===== src/hw/rtl/mmts_pkg.sv =====
// Shared constants and types for the min/max tracking stack.
// No dependencies; used by every module of the block.
`default_nettype none

package mmts_pkg;

	localparam int ID_W         = 16;
	localparam int PORT_PRICE_W = 32;
	localparam int CNT_PORT_W   = 7;
	localparam int OP_W         = 2;
	localparam int STATUS_W     = 2;

	localparam logic [OP_W-1:0] OP_PUSH  = 2'd0;
	localparam logic [OP_W-1:0] OP_POP   = 2'd1;
	localparam logic [OP_W-1:0] OP_QUERY = 2'd2;

	localparam logic [STATUS_W-1:0] STATUS_OK    = 2'd0;
	localparam logic [STATUS_W-1:0] STATUS_EMPTY = 2'd1;
	localparam logic [STATUS_W-1:0] STATUS_FULL  = 2'd2;

	typedef struct packed {
		logic push;
		logic pop;
	} shift_ctl_t;

endpackage

`default_nettype wire


===== src/hw/rtl/mmts_cell.sv =====
// One stack level: record plus running low and high, shifted as a unit.
// Depends on mmts_pkg for the shift control struct.
`default_nettype none

module mmts_cell #(
	parameter int W = 8
) (
	input  logic                 clk,
	input  mmts_pkg::shift_ctl_t ctl,
	input  logic [W-1:0]         from_above,
	input  logic [W-1:0]         from_below,
	output logic [W-1:0]         level
);

	logic [W-1:0] level_q;

	always_ff @(posedge clk) begin
		if (ctl.push) begin
			level_q <= from_above;
		end else if (ctl.pop) begin
			level_q <= from_below;
		end
	end

	assign level = level_q;

endmodule

`default_nettype wire


===== config.mk =====
export PLATFORM = sky130hd
export DESIGN_NAME = mmts_cell
export DESIGN_NICKNAME = d
export VERILOG_FILES = /design/src/hw/rtl/mmts_pkg.sv /design/src/hw/rtl/mmts_cell.sv
export SDC_FILE = /design/constraint.sdc
export NUM_CORES = 1
export LEC_CHECK = 0
export BUFFER_PORTS_ARGS = -buffer_cell sky130_fd_sc_hd__buf_2
export CORE_AREA = 4 4 41 43
export DETAILED_ROUTE_END_ITERATION = 7
export DIE_AREA = 0 0 45 47
export HOLD_SLACK_MARGIN = 0.1
export MAX_ROUTING_LAYER = met4
export PLACE_DENSITY = 0.62
export SYNTH_ARGS = -nofsm -noshare
export SYNTH_HDL_FRONTEND = slang
export SYNTH_SLANG_ARGS = --single-unit

===== constraint.sdc =====
create_clock -name clk -period 1.4 [get_ports clk]
set_input_delay 0.14 -clock clk [delete_from_list [all_inputs] [get_ports clk]]
set_output_delay 0.14 -clock clk [all_outputs]
set_load 0.01 [all_outputs]

* Yosys cells after proc, flatten, opt, wreduce, memory -nomap -nowiden
Cells that the tools add are included.
Storage, ports and cells: output and inout bits 8, input bits 19, bits in registers 8, logic and storage cells 4
Cells by class: multiplexer cells 2, reductions and logical operators 1
Operators by type and width (count):
- $mux W8 | 2
- $reduce_bool A2 Y1 | 1

* Depth between registers and ports, before layout
depth after elaboration 2, depth in mapped cells 2, gate-level depth less buffers 1

* Least setup slack after synthesis
OpenSTA, ideal clock, no wires.
path type input-to-reg, from input ctl[1] (netlist name), to register level_q[0], in the netlist level[0], enable pin, slack 0.526 ns, arrival 0.591 ns, library setup time 0.283 ns, cell stages on the path 2, required time 1.117 ns, path buffers 1, cells stage by stage buf_6 > or2_1
Between the ends: cells in the longest elaborated chain, start to end 1
RTL lines:
- start, declared | line mmts_cell.sv:9 | input mmts_pkg::shift_ctl_t ctl,
- $reduce_bool A2 Y1 (no source line)
- end signal, assigned | line mmts_cell.sv:19 | level_q <= from_above;
- end signal, assigned | line mmts_cell.sv:21 | level_q <= from_below;
- end, declared | line mmts_cell.sv:15 | logic [W-1:0] level_q;
No other way between the ends. A chain may end at the register's enable or synchronous reset.

* Worst setup path after layout
from register level_q[2], in the netlist level[2], to output level[2]
RTL lines:
- end, declared | line mmts_cell.sv:12 | output logic [W-1:0] level
No word-level cell between the ends.

==> flow_summary.toml <==
[clock_tree]
post_cts_buffers = 0
cts.sinks = 8
cts_max_path_buffers = 2
cts-buffers-inserted = 3
root_buffer = "clkbuf_4"
htree_levels = 1
tritoncts = "built"
cts_resized = 0
path_clk_slew_ps = 50
cts_hold_buf = 0

[die]
fp.dieH_um = 47
start_util_pct = 29.0
coreArea_mm2 = 0.00130
rows = 13
die_x_um = 45
die_area_mm2 = 0.00212
ios = 27

[global_routing]
antenna_found_initial = 0
grt_first_pass_wirelength_um = 1050
grt_use_total_pct = 8.10
grt_start_max_net_pins = 10
gr-total-overflow = 0
grt_pass1_vias = 283

[power]
power_frac_seq_pct = 52.3
p_int_w = 0.000454
p_leak_nw = 0.265
power_frac_comb_pct = 18.2
clkPwrFrac_pct = 29.5
p_switching_w = 0.000118
swShare_pct = 20.6
vdd_drop_max_uv = 338
p_per_area_mw_per_mm2 = 1060

[worst_setup_path]
cp_top_family = "flip-flops"
slowest_delay_ps = 350
arrival_ps = 750
worstSetupStartpointType = "register"
cp_max_fo = 1
path_buf_inv = 1
crit_chain = "buf_2"
cp_slowest_cell = "edfxtp_1"
required_ps = 1260
path_class = "register to primary output"
crit_start = "level[2]"
end_kind = "primary output"

[drt]
dr.pass1.iters = 4
drtIter0Drc = 5
vias_per_cell = 4.15
wirelength_um = 673
drt-met1-wl_um = 238
post_drt_wl_per_cell_um = 11.0
num_vias = 253
top_layer = "met4"
drc_errors = 0
dr_wl_met3_um = 71
ant_nets = 0
wl_met2_um = 324

[sta]
period_needed_ps = 887
maxSlewViolCount = 0
finalSetupTns_ps = 0
fin_hold_ws_ps = 187
finalCritPeriodShare_pct = 63.3
timing.slew.headroom_pct = 79.9
setup_viol = 0
rsz0062_at_grt = "no"
worstMarginPinSlew_ps = 301
max_freq_mhz = 1130
finalHoldViolCount = 0

[logic_synthesis]
syn_area_um2 = 378
yosys_warnings = 0
ys_top_cells_by_area = "edfxtp_1 (64%), mux2_4 (32%), buf_6 (3.0%)"
synth_top_area_share_pct = 63.6
ys_seq_area_share_pct = 63.6
synthCells = 18
yosysUniqueCellTypes = 4
yosys.area.top_type = "edfxtp_1"
ys_seq_elements = 8
avgSynthCellArea_um2 = 21.0
synthesis.nets = 37

[finish]
final_layout_size_suffix_gt1_share_pct = 80.4
antennaDiodeCount = 0
area_delta_synth_final_pct = 42.4
largest_register_ffs = 8
finalNonFillerCells = 61
final_nets = 67

[hold_path]
hp-class = "primary input to register"
min_from = "from_below[6]"

[run]
max-cap-violations = 0

[place]
gp_congestion = 0.687
io_buffers = 26
dp_cells = 58

[outcome]
status = "finished clean"
## per-layer routing
metal	up-vias	track usage [%]
met3	4	1.92
met2	17	11.3
met4	0	14.0
met1	107	6.84
li1	125	-
met5	-	-
## Yosys cell counts
cell / number
mux2_4: 8
edfxtp_1: 8
buf_6: 1
or2_1: 1
## cell families after synthesis
logic type    Yosys count  share of synthesized area [%]
flops                   8                           63.6
mux                     8                           31.8
simple gates            1                           1.66
buf+inv                 1                           2.98
## per-stage QoR
stage,area [um^2],worst slack (ps),util [%],total power [W]
3_5_place_dp,515,337,39.6,0.000410
2_1_floorplan,378,526,-,0.000362
4_1_cts,538,491,41.3,0.000583
5_1_grt,538,465,41.3,0.000602
6_report,538,513,41.3,0.000572
3_3_place_gp,515,352,39.6,0.000409
## placed cells by master (no fill, tap or decap), drive strengths merged
cell / Yosys / final
or2: 1 / 1
buf: 1 / 26
mux2: 8 / 8
edfxtp: 8 / 8
clkbuf: 0 / 3
## layout make-up
type | count | area (um^2)
Fill cell | 145 | 763
Clock buffer | 3 | 22.5
Multi-Input combinational cell | 9 | 126
Timing Repair Buffer | 26 | 130
Sequential cell | 8 | 240
Tap cell | 15 | 18.8
## final timing paths
| path | endpoint | slack (ps) | cells after the start |
|---|---|---|---|
| worst max-delay path | level[2] | 510 | 1 |
| worst min-delay path | level[6] | 190 | 2 |
## power groups by stage
stage,sequential [W],clock [W],combinational (W)
after global routing,0.000302,0.000188,0.000112
after detailed placement,0.000304,0,0.000106
after floorplan,0.000321,0,0.0000414
after global placement,0.000304,0,0.000105
after CTS,0.000300,0.000177,0.000106
final,0.000299,0.000168,0.000104
No activity file was read; power rests on OpenSTA's default activity.
