$ cat config.mk
export PLATFORM = sky130hd
export DESIGN_NAME = mmts_ext
export DESIGN_NICKNAME = d
export VERILOG_FILES = /design/src/hw/rtl/mmts_pkg.sv /design/src/hw/rtl/mmts_ext.sv
export SDC_FILE = /design/constraint.sdc
export NUM_CORES = 1
export LEC_CHECK = 0
export BUFFER_PORTS_ARGS = -buffer_cell sky130_fd_sc_hd__buf_2
export CAP_MARGIN = 25
export CORE_AREA = 2 2 92 94
export DETAILED_ROUTE_END_ITERATION = 8
export DIE_AREA = 0 0 94 96
export GPL_ROUTABILITY_DRIVEN = 0
export GPL_TIMING_DRIVEN = 0
export MAX_ROUTING_LAYER = met4
export PLACE_DENSITY = 0.84
export SLEW_MARGIN = 40
export SYNTH_ARGS = -nofsm -noshare
export SYNTH_HDL_FRONTEND = slang
export SYNTH_SLANG_ARGS = --single-unit
export TNS_END_PERCENT = 30
$ cat constraint.sdc
create_clock -name vclk -period 4.55
set_input_delay 0.91 -clock vclk [all_inputs]
set_output_delay 0.91 -clock vclk [all_outputs]
set_load 0.01 [all_outputs]
$ cat src/hw/rtl/mmts_pkg.sv
// Shared constants and types for the min/max tracking stack.
// No dependencies; used by every module of the block.
`default_nettype none

package mmts_pkg;

	localparam int ID_W         = 16;
	localparam int PORT_PRICE_W = 32;
	localparam int CNT_PORT_W   = 7;
	localparam int OP_W         = 2;
	localparam int STATUS_W     = 2;

	localparam logic [OP_W-1:0] OP_PUSH  = 2'd0;
	localparam logic [OP_W-1:0] OP_POP   = 2'd1;
	localparam logic [OP_W-1:0] OP_QUERY = 2'd2;

	localparam logic [STATUS_W-1:0] STATUS_OK    = 2'd0;
	localparam logic [STATUS_W-1:0] STATUS_EMPTY = 2'd1;
	localparam logic [STATUS_W-1:0] STATUS_FULL  = 2'd2;

	typedef struct packed {
		logic push;
		logic pop;
	} shift_ctl_t;

endpackage

`default_nettype wire

$ cat src/hw/rtl/mmts_ext.sv
// Extreme update for a push: new low and high from the current top level.
// Depends on mmts_pkg for the id width.
`default_nettype none

module mmts_ext #(
	parameter int PRICE_BITS = 32
) (
	input  logic                          empty,
	input  logic [mmts_pkg::ID_W-1:0]     new_id,
	input  logic signed [PRICE_BITS-1:0]  new_price,
	input  logic [mmts_pkg::ID_W-1:0]     cur_lo_id,
	input  logic signed [PRICE_BITS-1:0]  cur_lo_price,
	input  logic [mmts_pkg::ID_W-1:0]     cur_hi_id,
	input  logic signed [PRICE_BITS-1:0]  cur_hi_price,
	output logic [mmts_pkg::ID_W-1:0]     lo_id,
	output logic signed [PRICE_BITS-1:0]  lo_price,
	output logic [mmts_pkg::ID_W-1:0]     hi_id,
	output logic signed [PRICE_BITS-1:0]  hi_price
);

	always_comb begin
		lo_id    = cur_lo_id;
		lo_price = cur_lo_price;
		hi_id    = cur_hi_id;
		hi_price = cur_hi_price;
		if (empty) begin
			lo_id    = new_id;
			lo_price = new_price;
			hi_id    = new_id;
			hi_price = new_price;
		end else if (new_price < cur_lo_price) begin
			lo_id    = new_id;
			lo_price = new_price;
		end else if (new_price > cur_hi_price) begin
			hi_id    = new_id;
			hi_price = new_price;
		end
	end

endmodule

`default_nettype wire

After elaboration in Yosys (flattened, before gate mapping)
Index checks and enable logic that the tools add are counted.

Register bits: 0. Memories kept: 0. ROM bits: 0. Bits in latches: 0. Bits of input ports: 145. Bits in writable memories: 0. Output and inout bits: 96.

Muxes and demuxes: 10. Reduce and logical (&&, ||, !) cells: 0. Order comparisons: 2. Eq/ne operators: 0. Shifts and indexed selects: 0. Multipliers: 0. Bitwise operators: 0. Div/mod/pow operators: 0. $add $sub $neg: 0.

Operator list (number): 32-bit 2-to-1 mux (5); 16-bit 2-to-1 mux (5); 32-bit > comparator (1); 32-bit less-than comparator (1).

Depth between registers and ports, before layout
Gate-level depths: netlist of the first run.

Depth in word-level cells: 4. Depth in mapped cells: 11. Depth with buffers taken out: 9.

Worst setup path after synthesis of the first run
OpenSTA, ideal clock, no wires.

Path kind: in2out. Start point: in cur_lo_price[15]. End point: out lo_id[0] in the netlist's numbering. Cell stages on the path: 11. Slack: 0.584 ns. Data required time: 3.640 ns. Arrival: 3.056 ns. Path through: inv_1 -> ha_1 -> nand4_1 -> or3_1 -> nor4_1 -> o311ai_1 -> a41oi_2 -> nor2b_4 -> buf_6 -> buf_6 -> mux2_2.

Cells in the longest elaborated chain, start to end: 3.

Ends and longest elaborated chain: start, declared (line mmts_ext.sv:12) `input logic signed [PRICE_BITS-1:0] cur_lo_price,`; 32-bit less-than comparator (line mmts_ext.sv:31) `end else if (new_price < cur_lo_price) begin`; 16-bit 2-to-1 mux (line mmts_ext.sv:31); 16-bit 2-to-1 mux (line mmts_ext.sv:26) `if (empty) begin`; end, declared (line mmts_ext.sv:15) `output logic [mmts_pkg::ID_W-1:0] lo_id,`.

No other way between the ends.

Worst setup path after layout of the first run
Start point: in new_price[15]. End point: out lo_price[30].

Cells in the longest elaborated chain, start to end: 3.

Ends and longest elaborated chain: start, declared (line mmts_ext.sv:10) `input logic signed [PRICE_BITS-1:0] new_price,`; 32-bit less-than comparator (line mmts_ext.sv:31); 32-bit 2-to-1 mux (line mmts_ext.sv:31); 32-bit 2-to-1 mux (line mmts_ext.sv:26); end, declared (line mmts_ext.sv:16) `output logic signed [PRICE_BITS-1:0] lo_price,`.

No other way between the ends.

==> results of run 1 <==
[metal layers]
metal / global-route usage / wire [µm]
met4: 0.0121 / 56
met5: - / 0
met2: 0.407 / 5390
met3: 0.0188 / 743
met1: 0.228 / 3920
[critical path, delay by kind of cell]
family          cells  cell delay, ps
buf+inv             4             600
mux                 1             340
fa+ha+maj           1             320
simple gates        4             970
compound gates      2             360
[what timing repair did]
action | 4_1_cts | 5_1_grt
resized for setup | 6 | 3
buffers inserted | 6 | 0
pin swaps | 4 | 3
setup endpoints to repair | 96 | 52
[kinds of logic after synthesis]
logic type / count (synthesis) / synth area share
buffers and inverters: 77 / 0.123
adder cells (fa/ha/maj): 63 / 0.267
AND/OR/NAND/NOR: 52 / 0.101
multiplexers: 96 / 0.397
AO/OA/AOI/OAI: 50 / 0.113
[layout make-up]
cell class,count,share of cell area
timing repair buffer,247,0.288
buffer,10,0.0277
inverter,67,0.0574
multi-input combinational,261,0.597
tap,105,0.0300
[final timing paths]
path                           from            to  slack, ps  cells past startpoint
worst min-delay path   cur_lo_id[4]      lo_id[4]       2130                      3
worst max-delay path  new_price[15]  lo_price[30]        130                     12
[synthesized netlist by cell type]
library cell                instances  area [µm²]
sky130_fd_sc_hd__nor4b_1            1        8.76
sky130_fd_sc_hd__a211oi_1           1        7.51
sky130_fd_sc_hd__buf_4              2        15.0
sky130_fd_sc_hd__nor2b_4            1        13.8
sky130_fd_sc_hd__o21a_1             1        7.51
sky130_fd_sc_hd__mux2_2            72         811
sky130_fd_sc_hd__a2111oi_4          1        27.5
sky130_fd_sc_hd__or3_1              1        6.26
sky130_fd_sc_hd__a32o_1             1        10.0
sky130_fd_sc_hd__ha_1              63         788
sky130_fd_sc_hd__o211ai_1           1        7.51
sky130_fd_sc_hd__o311ai_1           1        8.76
sky130_fd_sc_hd__buf_12             2        40.0
sky130_fd_sc_hd__o21ai_0            8        40.0
sky130_fd_sc_hd__nor2b_1            2        12.5
sky130_fd_sc_hd__a21o_1             2        15.0
sky130_fd_sc_hd__nor4_1             2        12.5
sky130_fd_sc_hd__nand4_1           15        93.8
sky130_fd_sc_hd__a41oi_1            1        8.76
sky130_fd_sc_hd__inv_1             67         251
sky130_fd_sc_hd__nand3_1            4        20.0
sky130_fd_sc_hd__nand4b_1           1        8.76
sky130_fd_sc_hd__a41oi_2            1        16.3
sky130_fd_sc_hd__mux2_4            24         360
sky130_fd_sc_hd__a31oi_2            1        12.5
sky130_fd_sc_hd__a2111oi_0          2        17.5
sky130_fd_sc_hd__nor4_2             1        12.5
sky130_fd_sc_hd__a21oi_1           26         130
sky130_fd_sc_hd__o2bb2ai_1          1        8.76
sky130_fd_sc_hd__nor3_1             4        20.0
sky130_fd_sc_hd__a22oi_1            2        15.0
sky130_fd_sc_hd__nand2b_4           1        13.8
sky130_fd_sc_hd__buf_2              2        10.0
sky130_fd_sc_hd__nor2_1             8        30.0
sky130_fd_sc_hd__nand2_1           10        37.5
sky130_fd_sc_hd__or2_2              1        6.26
sky130_fd_sc_hd__buf_6              4        45.0
[where the power goes]
part	internal [mW]	total (mW)	switching [mW]
sequential	0	0	0
combinational	0.312	0.586	0.274
clock	0	0	0
==> run metrics, run 1 <==
result of the run finished clean; number of max-cap violations 0; die area 0.00902 mm²; Power Density 134 mW/mm²; critical path data arrival time 3510 ps; most frequent cells in the layout sky130_fd_sc_hd__buf_2 (243), sky130_fd_sc_hd__mux2_2 (72), sky130_fd_sc_hd__inv_1 (67); transition at the pin with the smallest max-transition slack 464 ps; Residual DRC 0; Layout Cells excl Fill 690; first-pass GRT wire length 14600 µm; number of inserted filler cells in the final layout 764; per-instance average area after synthesis 8.73 µm²; final total negative setup slack 0 ps; upper clock frequency limit 0.226 GHz; placed inst area 0.00429 mm²; num rows 33; post-route minimum period 4420 ps; post-route total power 586 µW; instance count after placement with tap cells included 684; cell repeated most along the worst path sky130_fd_sc_hd__buf_2; netlist area before placement 0.00295 mm²; required time at the worst-slack endpoint 3640 ps; summed area of non-filler cells in the final layout 0.00438 mm²; RSZ-0062 raised after global routing true; unique cell type count in the Yosys netlist 37; hold violation count in the final report 0; drt via density 5.00; highest net fanout along the worst path 10; total number of sequential cells 0; Die Height 96 µm; pre-CTS setup slack -215 ps; fraction of final layout cells with drive strength greater than 1 0.621; total track usage 0.203; maximum number of pins on one net before global-route repair 11; # diodes 0; largest stage delay on the critical path 440 ps; min-delay worst type primary input to output port; width of the die 94 µm; total number of yosys warnings 0; max-slew violations 0; clock buffers 0; Pre-antenna DRT Iters 4; Port Buffer Count 241; number of buffers inserted for hold repair after clock tree synthesis 0; number of DRC markers in iteration 0 91; headroom to the max-slew limit 0.690; min setup slack post-route 130 ps; Critical Path Slowest Stage Cell sky130_fd_sc_hd__or3_4; # setup viols final 0; layout overhead on the synthesized area 48.6%; type of the worst setup path primary input to output port; share of the core filled with cells in the final layout 0.545; final net count 795; worst-case hold slack 2130 ps; detailed placement HPWL 8970 µm; via count of the first global-routing pass 3237; Leakage Power 2.50 nW; cells along the critical path buf_2 > ha_1 > nand4_1 > or3_4 > nor4_4 > o311ai_1 > a41oi_2 > nor2b_4 > buf_8 > buf_6 > mux2_2 > buf_2; total overflow reported by the global router 0; Top-Level Pins 241; Wirelength per Cell 14.7 µm; VDD IR max 0.0000569 V; Final ANT Viol Nets 0; sequential cell area 0 µm²; combined area of the multi-input logic cells 0.00262 mm²; gate count after technology mapping 338; starting utilization of the core area 0.366; post-detailed-routing wire length 10100 µm; synthesized net count 546; Critical Path Source Type primary input; sequential fraction of the synthesis area 0; Final period util 0.971; leading cell type in the layout, fill and taps excluded sky130_fd_sc_hd__buf_2; area inside the core boundary 0.00805 mm²; number of vias in the routed layout 3449; type of destination of the critical path output port; antenna violations before repair 0
Power figures use the tool's default switching activity.
==> run 2, diff against run 1 <==
SETUP_SLACK_MARGIN = 0.5   (was default)
==> run 2 against run 1 <==
Worst setup slack better by 23 ps. Cell count up 2.2%. Maximum frequency up 0.53%. Routed wire length up 17%. Global-route usage up 1.2 points. Critical path type unchanged. Largest cell class unchanged.
==> run metrics, run 2 (same netlist as run 1, synthesis figures left out) <==
result of the run finished clean; total number of sequential cells 0; highest net fanout along the worst path 7; RSZ-0062 raised after global routing true; die area 0.00902 mm²; Final period util 0.966; critical path data arrival time 3490 ps; Final ANT Viol Nets 0; post-detailed-routing wire length 11800 µm; # setup viols final 0; antenna violations before repair 0; worst-case hold slack 2120 ps; hold violation count in the final report 0; upper clock frequency limit 0.227 GHz; Top-Level Pins 241; min setup slack post-route 153 ps; type of destination of the critical path output port; number of inserted filler cells in the final layout 652; area inside the core boundary 0.00805 mm²; total track usage 0.215; pre-CTS setup slack -215 ps; max-slew violations 0; Power Density 141 mW/mm²; fraction of final layout cells with drive strength greater than 1 0.692; headroom to the max-slew limit 0.705; via count of the first global-routing pass 3362; Port Buffer Count 241; post-route minimum period 4400 ps; drt via density 5.12; VDD IR max 0.0000573 V; instance count after placement with tap cells included 684; total overflow reported by the global router 0; Wirelength per Cell 16.7 µm; width of the die 94 µm; Pre-antenna DRT Iters 6; transition at the pin with the smallest max-transition slack 441 ps; Critical Path Source Type primary input; required time at the worst-slack endpoint 3640 ps; sequential cell area 0 µm²; num rows 33; Leakage Power 2.72 nW; Die Height 96 µm; starting utilization of the core area 0.366; detailed placement HPWL 8970 µm; leading cell type in the layout, fill and taps excluded sky130_fd_sc_hd__buf_2; number of max-cap violations 0; min-delay worst type primary input to output port; first-pass GRT wire length 15400 µm; maximum number of pins on one net before global-route repair 11; number of buffers inserted for hold repair after clock tree synthesis 0; Layout Cells excl Fill 705; layout overhead on the synthesized area 75.1%; number of vias in the routed layout 3613; most frequent cells in the layout sky130_fd_sc_hd__buf_2 (199), sky130_fd_sc_hd__mux2_2 (68), sky130_fd_sc_hd__inv_1 (59); Residual DRC 0; # diodes 0; clock buffers 0; final net count 810; type of the worst setup path primary input to output port; number of DRC markers in iteration 0 85
[run 2: cell types whose count changed in the layout (fill, tap and decap cells not counted), sizes merged]
cell | before | now
clkbuf | 0 | 3
buf | 257 | 269
[run 2: final cells by class]
cell class | count | area, µm² | share of cell area
inverters | 67 | 256 | 0.0496
plain buffers | 10 | 158 | 0.0305
multi-input cells | 261 | 2890 | 0.560
well taps | 105 | 131 | 0.0254
repair buffers | 262 | 1730 | 0.335
[run 2: repair_timing]
action / CTS / global route
resized for setup: 60 / 63
gates cloned: 1 / 3
buffers inserted: 14 / 3
endpoints found under the setup margin: 96 / 96
hold endpoints to repair: 0 / 0
pin swaps: 10 / 18
[run 2: layer usage]
metal / global-route usage / part of all wire / vias to the layer above
li1: - / - / 1758
met1: 0.244 / 0.37 / 1671
met2: 0.432 / 0.56 / 166
met3: 0.0164 / 0.062 / 18
met4: 0.00725 / 0.014 / 0
met5: - / 0 / -
[run 2: critical path: stages]
cell                        delay [ps]
sky130_fd_sc_hd__buf_2             150
sky130_fd_sc_hd__ha_4              290
sky130_fd_sc_hd__nand4_1           260
sky130_fd_sc_hd__buf_4             250
sky130_fd_sc_hd__nor3_2            100
sky130_fd_sc_hd__a22oi_1           120
sky130_fd_sc_hd__a32o_2            280
sky130_fd_sc_hd__a41oi_2           210
sky130_fd_sc_hd__a31oi_4           150
sky130_fd_sc_hd__buf_12            180
sky130_fd_sc_hd__clkbuf_16         160
sky130_fd_sc_hd__mux2_4            300
sky130_fd_sc_hd__buf_6             130
[run 2: power breakdown]
group	total, mW	internal, mW	switching [mW]
clock network	0	0	0
registers	0	0	0
logic	0.728	0.410	0.317
total	0.728	0.410	0.317
[run 2: path summary, 6_finish.rpt]
| kind | start | to | slack (ps) | cells past startpoint |
|---|---|---|---|---|
| min | cur_hi_id[5] | hi_id[5] | 2120 | 3 |
| max | new_price[31] | hi_id[1] | 150 | 13 |
[run 2: per-stage QoR]
stage                     TNS (ps)  area [µm²]  utilization  power, mW
final                            0        5170        0.642      0.728
after global routing             0        5170        0.642      0.780
after CTS                        0        4730        0.588      0.636
after detailed placement    -12120        4290        0.533      0.568
after global placement       -8310        4290        0.533      0.551
after floorplan                  0        2950            -      0.346
